<file path="src/sv/bbf_pkg.sv">
// Package with shared constants and types for the box blur filter.
`default_nettype none
package bbf_pkg;
    localparam int unsigned CHAN_W = 8;
    localparam int unsigned PIX_W  = 3 * CHAN_W;
    localparam int unsigned DIM_W  = 10;
    localparam int unsigned WIN_W  = 4;
    localparam int unsigned HEIGHT_LIMIT = 512;

    localparam logic [1:0] REG_WIDTH  = 2'd0;
    localparam logic [1:0] REG_HEIGHT = 2'd1;
    localparam logic [1:0] REG_WINDOW = 2'd2;

    typedef logic [CHAN_W-1:0] chan_t;

    typedef struct packed {
        logic       last;
        chan_t      blue;
        chan_t      green;
        chan_t      red;
    } out_item_t;

    // Per-lane control: which pixels of the fetched row segment are in the window.
    typedef struct packed {
        logic       first;
        logic       row_done;
        logic       pix_done;
    } lane_ctl_t;
endpackage
`default_nettype wire

</file>
<file path="src/sv/bbf_lane.sv">
// One color-channel lane: accumulates window pixels into a sum, one per cycle while add_en is set.
`default_nettype none
module bbf_lane #(
    parameter int unsigned SUM_W = 16
) (
    input  wire logic                      aclk,
    input  wire logic                      aresetn,
    input  wire logic                      clear,
    input  wire logic                      add_en,
    input  wire logic [bbf_pkg::CHAN_W-1:0] pix,
    output logic      [SUM_W-1:0]          sum
);
    logic [SUM_W-1:0] sum_reg;
    logic [SUM_W-1:0] sum_next;

    always_comb begin
        sum_next = sum_reg;
        if (clear) begin
            sum_next = '0;
        end else if (add_en) begin
            sum_next = sum_reg + SUM_W'(pix);
        end
    end

    always_ff @(posedge aclk) begin
        if (!aresetn) begin
            sum_reg <= '0;
        end else begin
            sum_reg <= sum_next;
        end
    end

    assign sum = sum_reg;
endmodule
`default_nettype wire

</file>
<file path="config.mk">
export PLATFORM = sky130hd
export DESIGN_NAME = bbf_lane
export DESIGN_NICKNAME = d
export VERILOG_FILES = /design/src/sv/bbf_pkg.sv /design/src/sv/bbf_lane.sv
export SDC_FILE = /design/constraint.sdc
export NUM_CORES = 1
export LEC_CHECK = 0
export BUFFER_PORTS_ARGS = -buffer_cell sky130_fd_sc_hd__buf_4
export CAP_MARGIN = 20
export CORE_MARGIN = 2
export CORE_UTILIZATION = 55
export CTS_BUF_LIST = sky130_fd_sc_hd__clkbuf_4 sky130_fd_sc_hd__clkbuf_8 sky130_fd_sc_hd__clkbuf_16
export DETAILED_ROUTE_END_ITERATION = 7
export PLACE_DENSITY = 0.84
export SLEW_MARGIN = 20
export SYNTH_ARGS = -nofsm -noshare
export SYNTH_HDL_FRONTEND = slang
export SYNTH_SLANG_ARGS = --single-unit
</file>
<file path="constraint.sdc">
create_clock -name aclk -period 4.35 [get_ports aclk]
set_clock_uncertainty 0.1 [all_clocks]
set_input_delay 0.435 -clock aclk [delete_from_list [all_inputs] [get_ports aclk]]
set_output_delay 0.435 -clock aclk [all_outputs]
set_load 0.05 [all_outputs]
</file>
==> key figures <==
Global route
  – Largest net degree at the start of global routing: 21
  – Total gr overflow: 0
  – First-pass GRT wire length: approximately 3900 um
  – Gr usage total: 0.2436
  – Initial antenna violation count: 0
  – Number of global-route vias before repair: 882

Layout
  – Fin nets: 175
  – Post-layout util: 0.7348
  – Layout Cells excl Fill: 178
  – Max reg flops: 16
  – P&R area growth vs syn: 23.78%
  – Layout cells sized above 1: 0.2353
  – # diodes: 0

Worst setup path
  – Worst-path maximum fanout: 4
  – Worst Setup SP: sum[0]$_SDFFE_PP0P_
  – Reg-to-Reg End: sum[10]$_SDFFE_PP0P_
  – Worst reg2reg startpoint: sum[0]$_SDFFE_PP0P_
  – CP arrival: approximately 2.2 ns
  – Reg2Reg Depth: 7
  – Setup crit end kind: flop
  – Critical path launch point type: flop
  – CP Data Required Time: between 4 and 5 ns
  – R2R setup slack: 2.24 ns
  – Crit Path Category: flop to flop

Pwr
  – Sw power: 0.1028 mW
  – Leakage: 0.5591 nW
  – Sw Ratio: 0.3059
  – Maximum vdd drop: 0.2434 mV
  – Pwr Total: 0.3361 mW
  – Reg power frac: 0.455
  – Int Power: around 0.23 mW
  – Combinational share of power: 0.243
  – Pwr dens: 259.3 nW/um^2
  – Part of the power in the clock network: 0.302

Hold path
  – Worst Hold Launch: sum[15]$_SDFFE_PP0P_
  – Worst Hold End: sum[15]$_SDFFE_PP0P_
  – Hold Crit Depth: 2
  – Hold crit path type: flop to flop

Timing
  – Max-slew violations: 0
  – RSZ-0062 raised after global routing: false
  – Final hold vios: 0
  – Period utilisation layout: 0.4842
  – Relative slew slack: 0.6196
  – Fin crit period: 2.106 ns
  – Fmax: between 400 and 500 MHz
  – Setup violators final: 0
  – Hold WS: roughly 0.38 ns
  – TNS Setup: 0 ns
  – Slew at the pin closest to its max-slew limit: 0.5707 ns

Drt
  – DRT antenna net count: 0
  – Drc violations: 0
  – DR vias: 1,053
  – Detailed Routing Iterations Pass 1: 4
  – Via/cell ratio: 5.916
  – Routed len/inst: ~14 um
  – WL final: 2418 um
  – First DRT Iteration DRCs: 32

Outcome
  – Outcome: finished clean

Clock network
  – TritonCTS Buffers: 3
  – CTS clk-pin slew, worst paths: 0.10 ns
  – Clk_lat worst skew: 0.29 ns
  – Clock Sinks: 16
  – PostCTS Resize Cnt: 0
  – Root buf cell: clkbuf_4
  – CTS Hold Bufs: 0
  – Clk buf depth: 2
  – CTS tree: done
  – Setup Buffers After CTS: 0
  – H-tree depth: 1

Logic synthesis
  – Sequential share of the synthesized area: 0.3059
  – Most frequent cell after synthesis: dfxtp_1
  – Post-synth net total: between 100 and 150
  – Yosys top cell by area: dfxtp_1
  – Synth warnings: 0
  – Post-synth EDFFs: 0
  – Avg Inst Size Synth: 8.246 um^2
  – Most used DFF post-synth: dfxtp_1
  – Fraction of registers with async set/reset: 0
  – Syn Inst Count: 127
  – Register bit total from synthesis: 16
  – Synth cell count leaders: dfxtp_1 (16), nand3_1 (13), nor2_1 (12)
  – Synth unique cells: 38
  – Post-Syn Area: 1047 um^2
  – Share of the synthesized area in the top cell type: 0.3059
  – Synth top area cells: dfxtp_1 (31%), ha_1 (9.6%), nand3_1 (6.2%)

Placed design
  – Placed cells: 174
  – Routability cong.: 0.8201
  – DPL Wire Length: between 1500 and 2000 um
  – PortBufs: 27

Flow run
  – # Max-Cap Violations: 0

Floorplan
  – Core Region: 1764 um^2
  – Die area: 2269 um^2
  – Initial Util: 0.5936
  – Core Rows: 15
  – Ports: 28
  – Die Y: roughly 48 um
  – Die X: 47.64 um
==> metrics by stage <==
stage                     setup WS (ns)  cell area (um^2)
after floorplan                   2.177              1047
after global placement            2.082              1260
after detailed placement          2.026              1260
after CTS                         2.243              1296
after global routing              2.118              1296
final                             2.244              1296
==> worst max-delay path by stage <==
stage                           end  slack [ns]  depth (start not counted)
2_1_floorplan   sum[8]$_SDFFE_PP0P_        2.18                          7
3_5_place_dp   sum[10]$_SDFFE_PP0P_        2.03                          8
4_1_cts        sum[10]$_SDFFE_PP0P_        2.24                          7
6_report       sum[10]$_SDFFE_PP0P_        2.24                          7
3_3_place_gp    sum[8]$_SDFFE_PP0P_        2.08                          8
5_1_grt         sum[8]$_SDFFE_PP0P_        2.12                          7
==> critical path, stage by stage, from the launching register on <==
cell and delay, ns:
dfxtp_1 0.33, ha_1 0.23, fa_1 0.44, a211oi_1 0.31, o211ai_1 0.22, nand3_1 0.14
xor2_1 0.15, nor2_1 0.06
==> kinds of logic after synthesis <==
kind of cell | synth area share
buffers and inverters | 0.03105
adder cells (fa/ha/maj) | 0.1147
multiplexers | 0.04779
AND/OR/NAND/NOR | 0.2413
XOR/XNOR | 0.05854
AO/OA/AOI/OAI | 0.2007
flip-flops | 0.3059
==> cell usage in the layout, fill, tap and decap left out, types with 3 or more instances in the layout <==
| cell type | netlist | layout |
|---|---|---|
| buf_4 | 0 | 27 |
| dfxtp_1 | 16 | 16 |
| nand3_1 | 13 | 13 |
| nor2_1 | 12 | 12 |
| a21oi_1 | 11 | 11 |
| o21ai_0 | 8 | 8 |
| ha_1 | 8 | 8 |
| mux2i_1 | 5 | 5 |
| nand2_1 | 5 | 5 |
| a211oi_1 | 4 | 4 |
| xnor2_1 | 4 | 4 |
| nand2b_1 | 3 | 3 |
| inv_1 | 3 | 3 |
| o211ai_1 | 3 | 3 |
| xor2_1 | 3 | 3 |
| clkbuf_4 | 0 | 3 |
==> power by group through the flow <==
stage               sequential (mW)  combinational, mW  clock, mW
floorplan                     0.168             0.0458          0
global placement              0.156             0.0782          0
detailed placement            0.156             0.0799          0
CTS                           0.153             0.0811      0.103
global route                  0.153             0.0888      0.110
finish                        0.153             0.0817      0.102
==> layer usage <==
| layer | share of wire | track usage | up-vias | wire, um |
|---|---|---|---|---|
| li1 | - | - | 517 | - |
| met1 | 0.47 | 0.3557 | 482 | 1137 |
| met2 | 0.44 | 0.3622 | 47 | 1058 |
| met3 | 0.070 | 0.03396 | 7 | 169 |
| met4 | 0.021 | 0.09730 | 0 | 51 |
| met5 | 0 | 0 | - | 0 |
==> cell type report <==
cell class              instances  area [um^2]
flip-flops and latches         16        320.3
clock buffers                   4        36.28
inverters                       3        11.26
well taps                      25        31.28
multi-input cells             103        694.4
fillers                       161        467.9
repair buffers                 27        202.7
(Power assumes the default switching activity.)
