## config.mk

```make
export PLATFORM = sky130hd
export DESIGN_NAME = bbf_divider
export DESIGN_NICKNAME = d
export VERILOG_FILES = /design/src/sv/bbf_pkg.sv /design/src/sv/bbf_divider.sv
export SDC_FILE = /design/constraint.sdc
export NUM_CORES = 1
export LEC_CHECK = 0
export ABC_CLOCK_PERIOD_IN_PS = 6000
export BUFFER_PORTS_ARGS = -buffer_cell sky130_fd_sc_hd__buf_2
export CAP_MARGIN = 20
export CORE_MARGIN = 4
export CORE_UTILIZATION = 35
export DETAILED_ROUTE_END_ITERATION = 10
export PLACE_DENSITY = 0.55
export SETUP_SLACK_MARGIN = 0.2
export SLEW_MARGIN = 20
export SYNTH_ARGS = -nofsm -noshare
export SYNTH_HDL_FRONTEND = slang
export SYNTH_SLANG_ARGS = --single-unit
```

## constraint.sdc

```tcl
create_clock -name aclk -period 6 [get_ports aclk]
set_input_delay 0.6 -clock aclk [delete_from_list [all_inputs] [get_ports aclk]]
set_output_delay 0.6 -clock aclk [all_outputs]
set_load 0.005 [all_outputs]
```

## src/sv/bbf_pkg.sv

```systemverilog
// Package with shared constants and types for the box blur filter.
`default_nettype none
package bbf_pkg;
    localparam int unsigned CHAN_W = 8;
    localparam int unsigned PIX_W  = 3 * CHAN_W;
    localparam int unsigned DIM_W  = 10;
    localparam int unsigned WIN_W  = 4;
    localparam int unsigned HEIGHT_LIMIT = 512;

    localparam logic [1:0] REG_WIDTH  = 2'd0;
    localparam logic [1:0] REG_HEIGHT = 2'd1;
    localparam logic [1:0] REG_WINDOW = 2'd2;

    typedef logic [CHAN_W-1:0] chan_t;

    typedef struct packed {
        logic       last;
        chan_t      blue;
        chan_t      green;
        chan_t      red;
    } out_item_t;

    // Per-lane control: which pixels of the fetched row segment are in the window.
    typedef struct packed {
        logic       first;
        logic       row_done;
        logic       pix_done;
    } lane_ctl_t;
endpackage
`default_nettype wire

```

## src/sv/bbf_divider.sv

```systemverilog
// Restoring divider that turns the three lane sums into saturated averages.
`default_nettype none
module bbf_divider #(
    parameter int unsigned SUM_W = 16
) (
    input  wire logic                  aclk,
    input  wire logic                  aresetn,
    input  wire logic                  start,
    input  wire logic [3*SUM_W-1:0]    sums,
    input  wire logic [7:0]            divisor,
    output logic                       done,
    output logic [3*bbf_pkg::CHAN_W-1:0] quot
);
    localparam int unsigned CNT_W = $clog2(SUM_W + 1);

    logic [SUM_W-1:0] num_reg   [3];
    logic [SUM_W-1:0] num_next  [3];
    logic [SUM_W:0]   rem_reg   [3];
    logic [SUM_W:0]   rem_next  [3];
    logic [SUM_W-1:0] q_reg     [3];
    logic [SUM_W-1:0] q_next    [3];
    logic [CNT_W-1:0] cnt_reg;
    logic [CNT_W-1:0] cnt_next;
    logic             busy_reg;
    logic             busy_next;
    logic             done_reg;
    logic             done_next;
    logic [SUM_W:0]   trial     [3];

    always_comb begin
        busy_next = busy_reg;
        cnt_next  = cnt_reg;
        done_next = 1'b0;
        for (int k = 0; k < 3; k++) begin
            num_next[k] = num_reg[k];
            rem_next[k] = rem_reg[k];
            q_next[k]   = q_reg[k];
            trial[k]    = {rem_reg[k][SUM_W-1:0], num_reg[k][SUM_W-1]};
        end
        if (start) begin
            busy_next = 1'b1;
            cnt_next  = CNT_W'(SUM_W);
            for (int k = 0; k < 3; k++) begin
                num_next[k] = sums[k*SUM_W +: SUM_W];
                rem_next[k] = '0;
                q_next[k]   = '0;
            end
        end else if (busy_reg) begin
            for (int k = 0; k < 3; k++) begin
                num_next[k] = {num_reg[k][SUM_W-2:0], 1'b0};
                if (trial[k] >= (SUM_W+1)'(divisor)) begin
                    rem_next[k] = trial[k] - (SUM_W+1)'(divisor);
                    q_next[k]   = {q_reg[k][SUM_W-2:0], 1'b1};
                end else begin
                    rem_next[k] = trial[k];
                    q_next[k]   = {q_reg[k][SUM_W-2:0], 1'b0};
                end
            end
            cnt_next = cnt_reg - 1'b1;
            if (cnt_reg == CNT_W'(1)) begin
                busy_next = 1'b0;
                done_next = 1'b1;
            end
        end
    end

    always_ff @(posedge aclk) begin
        if (!aresetn) begin
            busy_reg <= 1'b0;
            done_reg <= 1'b0;
            cnt_reg  <= '0;
        end else begin
            busy_reg <= busy_next;
            done_reg <= done_next;
            cnt_reg  <= cnt_next;
        end
        for (int k = 0; k < 3; k++) begin
            num_reg[k] <= num_next[k];
            rem_reg[k] <= rem_next[k];
            q_reg[k]   <= q_next[k];
        end
    end

    always_comb begin
        for (int k = 0; k < 3; k++) begin
            quot[k*8 +: 8] = (q_reg[k] > SUM_W'(255)) ? 8'hFF : q_reg[k][7:0];
        end
    end

    assign done = done_reg;
endmodule
`default_nettype wire

```

==> metrics.cfg <==
[clock_network]
hold_buffers = 0
htreeDepth = 4
clk_path_buf_depth = 2
numCtsBuffers = 17
cts_resized = 0
clock-sinks = 151
clk_pin_slew_ns = 0.07
cts_tree = done
clock_latency_ns = 0.43
post_cts_buffers = 0
cts_root_buf = clkbuf_16

[grt]
grt_util_all_layers_pct = 14.00
grt_pass1_wl_um = 27900
grt_pass1_vias = 5539
grt.overflow.total = 0
antenna_found_initial = 2
grt_max_degree = 57

[worst_hold_path]
worstHoldStart = aresetn
hold_path_class = in -> reg
hold_depth = 2
holdPathEnd = cnt_reg[4]$_SDFFE_PN0P_

[critical_path]
rr_startpoint = rem_reg[0][2]$_SDFFE_PP0P_
slowest_delay_ns = 0.80
cp-start-kind = flop
worstSetupPathType = reg -> reg
crit_top_cell = nand3_1
reg2regPathDepth = 8
worst_path_max_delay_cell = o211ai_1
crit_path_max_fanout = 13
endpoint_kind = flop
timing.critical_path.cells = ha_1 -> nand3_1 -> a21oi_1 -> nor3_1 -> o211ai_1 -> nand3_1 -> or4_1 -> a311oi_1
rrSetupSlack_ns = 3.01
r2r-end = rem_reg[0][14]$_SDFFE_PP0P_
arrival_ns = 3.33
crit_required_ns = 6.34

[yosys]
synth.largest_area_cell = dfxtp_1
yosys.area_share.simple_pct = 16.18
async_reset_ff_share_pct = 0
yosys.area.top_type_share_pct = 27.02
synth_edf_count = 48
synth_warnings = 0
synth_nets = 844
ys_seq_elements = 151
ys.flop_type = dfxtp_1
synth_top_family_by_area = simple AND/OR/NAND/NOR gates
synth_compound_area_share_pct = 11.70
yosysUniqueCellTypes = 54
muxShareOfSynthArea_pct = 14.39
synth_area_per_cell_sq_um = 10.10
yosys-top-cells-area = dfxtp_1 27%, edfxtp_1 19%, mux2i_1 7.6%
synthCells = 756
synth_xor_area_share_pct = 3.787
netlist_area_sq_um = 7632
synthAdderAreaFrac_pct = 5.049
seq_area_frac_synth_pct = 45.90

[sta]
hold_viol = 0
worst_slew_pin_slew_ns = 0.9942
min_period_over_period_pct = 49.84
fin_skew_ns = 0.008728
fmax_ghz = 0.3344
tns_ns = 0
rsz0062_at_grt = no
setup_viol = 0
fin_crit_ns = 2.990
finalMaxSlewViolations = 0
max_slew_margin_pct = 33.43

[route]
drt_pre_antenna_iters = 5
num_vias = 5607
ant_nets = 0
wl_um = 16160
post-route-drc-count = 0
wl_per_cell_um = 14.49
avgViaCountPerCell = 5.029
dr.first_iter.drc_count = 263

[pwr]
max-vdd-ir-drop_mv = 0.1915
leakagePower_nw = 3.679
p_per_area_nw_per_um2 = 324.3

[floorplanning]
start_util_pct = 35.97
core_sq_um = 21220
boundaryPins = 84
die_h_um = 155.7
fp-row-count = 53
die_w_um = 155.7
fp.dieArea_sq_um = 24230

[outcome]
outcome = completed

[finish]
finalNetCount = 915
final_util_pct = 41.92
drive_above_1_share_pct = 24.40
n_antenna_cell = 0
final_cells = 1115
design_area_sq_um = 8896
area_growth_pct = 16.56

[place]
place_area_sq_um = 8290
numPortBuffers = 83
dp_hpwl_um = 10940
place_congestion = 0.8330
post-place-cells = 1083

[job]
max-cap-violations = 0

## where the power goes
| group | total, mW | switching, mW | internal, mW |
|---|---|---|---|
| Combinational | 0.560 | 0.299 | 0.261 |
| Sequential | 1.20 | 0.0636 | 1.14 |
| Clock | 1.12 | 0.486 | 0.635 |
| Total | 2.89 | 0.849 | 2.04 |
## stage by stage
| step | total power, mW | hold slack [ns] | setup WS [ns] |
|---|---|---|---|
| global route | 3.061 | 0.4094 | 2.737 |
| CTS | 2.924 | 0.3982 | 2.988 |
| finish | 2.885 | 0.4133 | 3.010 |
| floorplan | 1.663 | 0.4608 | 3.363 |
| detailed placement | 1.788 | 0.4835 | 2.560 |
| global placement | 1.789 | 0.4782 | 2.656 |
## worst max-delay path by stage
stage                                     startpoint                           to  slack (ns)  cells after the start
after detailed placement                  divisor[1]  rem_reg[0][14]$_SDFFE_PP0P_        2.56                     10
after CTS                   num_reg[0][15]$_DFFE_PP_  rem_reg[0][14]$_SDFFE_PP0P_        2.99                      9
final                     rem_reg[0][2]$_SDFFE_PP0P_  rem_reg[0][14]$_SDFFE_PP0P_        3.01                      8
after floorplan                           divisor[3]  rem_reg[0][46]$_SDFFE_PP0P_        3.36                      9
after global routing                      divisor[1]  rem_reg[0][14]$_SDFFE_PP0P_        2.74                     10
after global placement                    divisor[1]  rem_reg[0][14]$_SDFFE_PP0P_        2.66                     10
## cell usage in the layout (no fill, tap or decap), types with 6 or more instances in the layout
master and instances:
a211oi_1 45, a21oi_1 28, buf_2 82, buf_4 6
clkbuf_16 17, dfxtp_1 102, edfxtp_1 48, ha_1 26
inv_1 22, mux2_2 46, mux2i_1 58, nand2_1 22
nand2b_1 7, nand3_1 6, nand4_1 6, nor2_1 123
nor2b_1 9, nor3_1 18, nor4_1 10, o21a_1 8
o21ai_0 15, or2_2 28, xnor2_1 20, xor2_1 13
## area by class of cell
class / count / area [sq um]
clock inverters: 14 / 176.4
multi-input cells: 547 / 3901
inverters: 22 / 82.58
well taps: 275 / 344.1
repair buffers: 88 / 455.4
flip-flops and latches: 151 / 3507
fillers: 2117 / 12320
clock buffers: 18 / 429.2
## routing by layer
layer / global-route usage (%) / share of wire [%] / up-vias
met4: 3.752 / 1.3 / 4
met1: 19.32 / 49 / 2608
met5: 0 / 0.12 / -
met3: 4.688 / 5.5 / 24
met2: 21.11 / 44 / 99
li1: - / - / 2872
## Yosys cell counts (all sizes together), types with 7 or more instances
cell type,instances
nor4,12
mux2,46
a21oi,28
a211oi,46
ha,26
xor2,13
nor3,18
clkbuf,31
xnor2,20
or2,28
o21ai,15
nor2,123
nand2b,7
nor2b,9
o21a,8
dfxtp,103
nand2,22
edfxtp,48
mux2i,58
inv,22
## critical path: cells and delay by family, from the launching register on
family	cells	cell delay, ns
AO/OA/AOI/OAI	3	1.22
AND/OR/NAND/NOR	4	0.96
adder cells (fa/ha/maj)	1	0.38
flip-flops	1	0.35
## kinds of logic after synthesis
| group | count (synthesis) |
|---|---|
| AND/OR/NAND/NOR | 252 |
| flip-flops | 151 |
| AO/OA/AOI/OAI | 129 |
| multiplexers | 104 |
| buffers and inverters | 58 |
| XOR/XNOR | 33 |
| adder cells (fa/ha/maj) | 29 |
No activity file was read; power rests on OpenSTA's default activity.
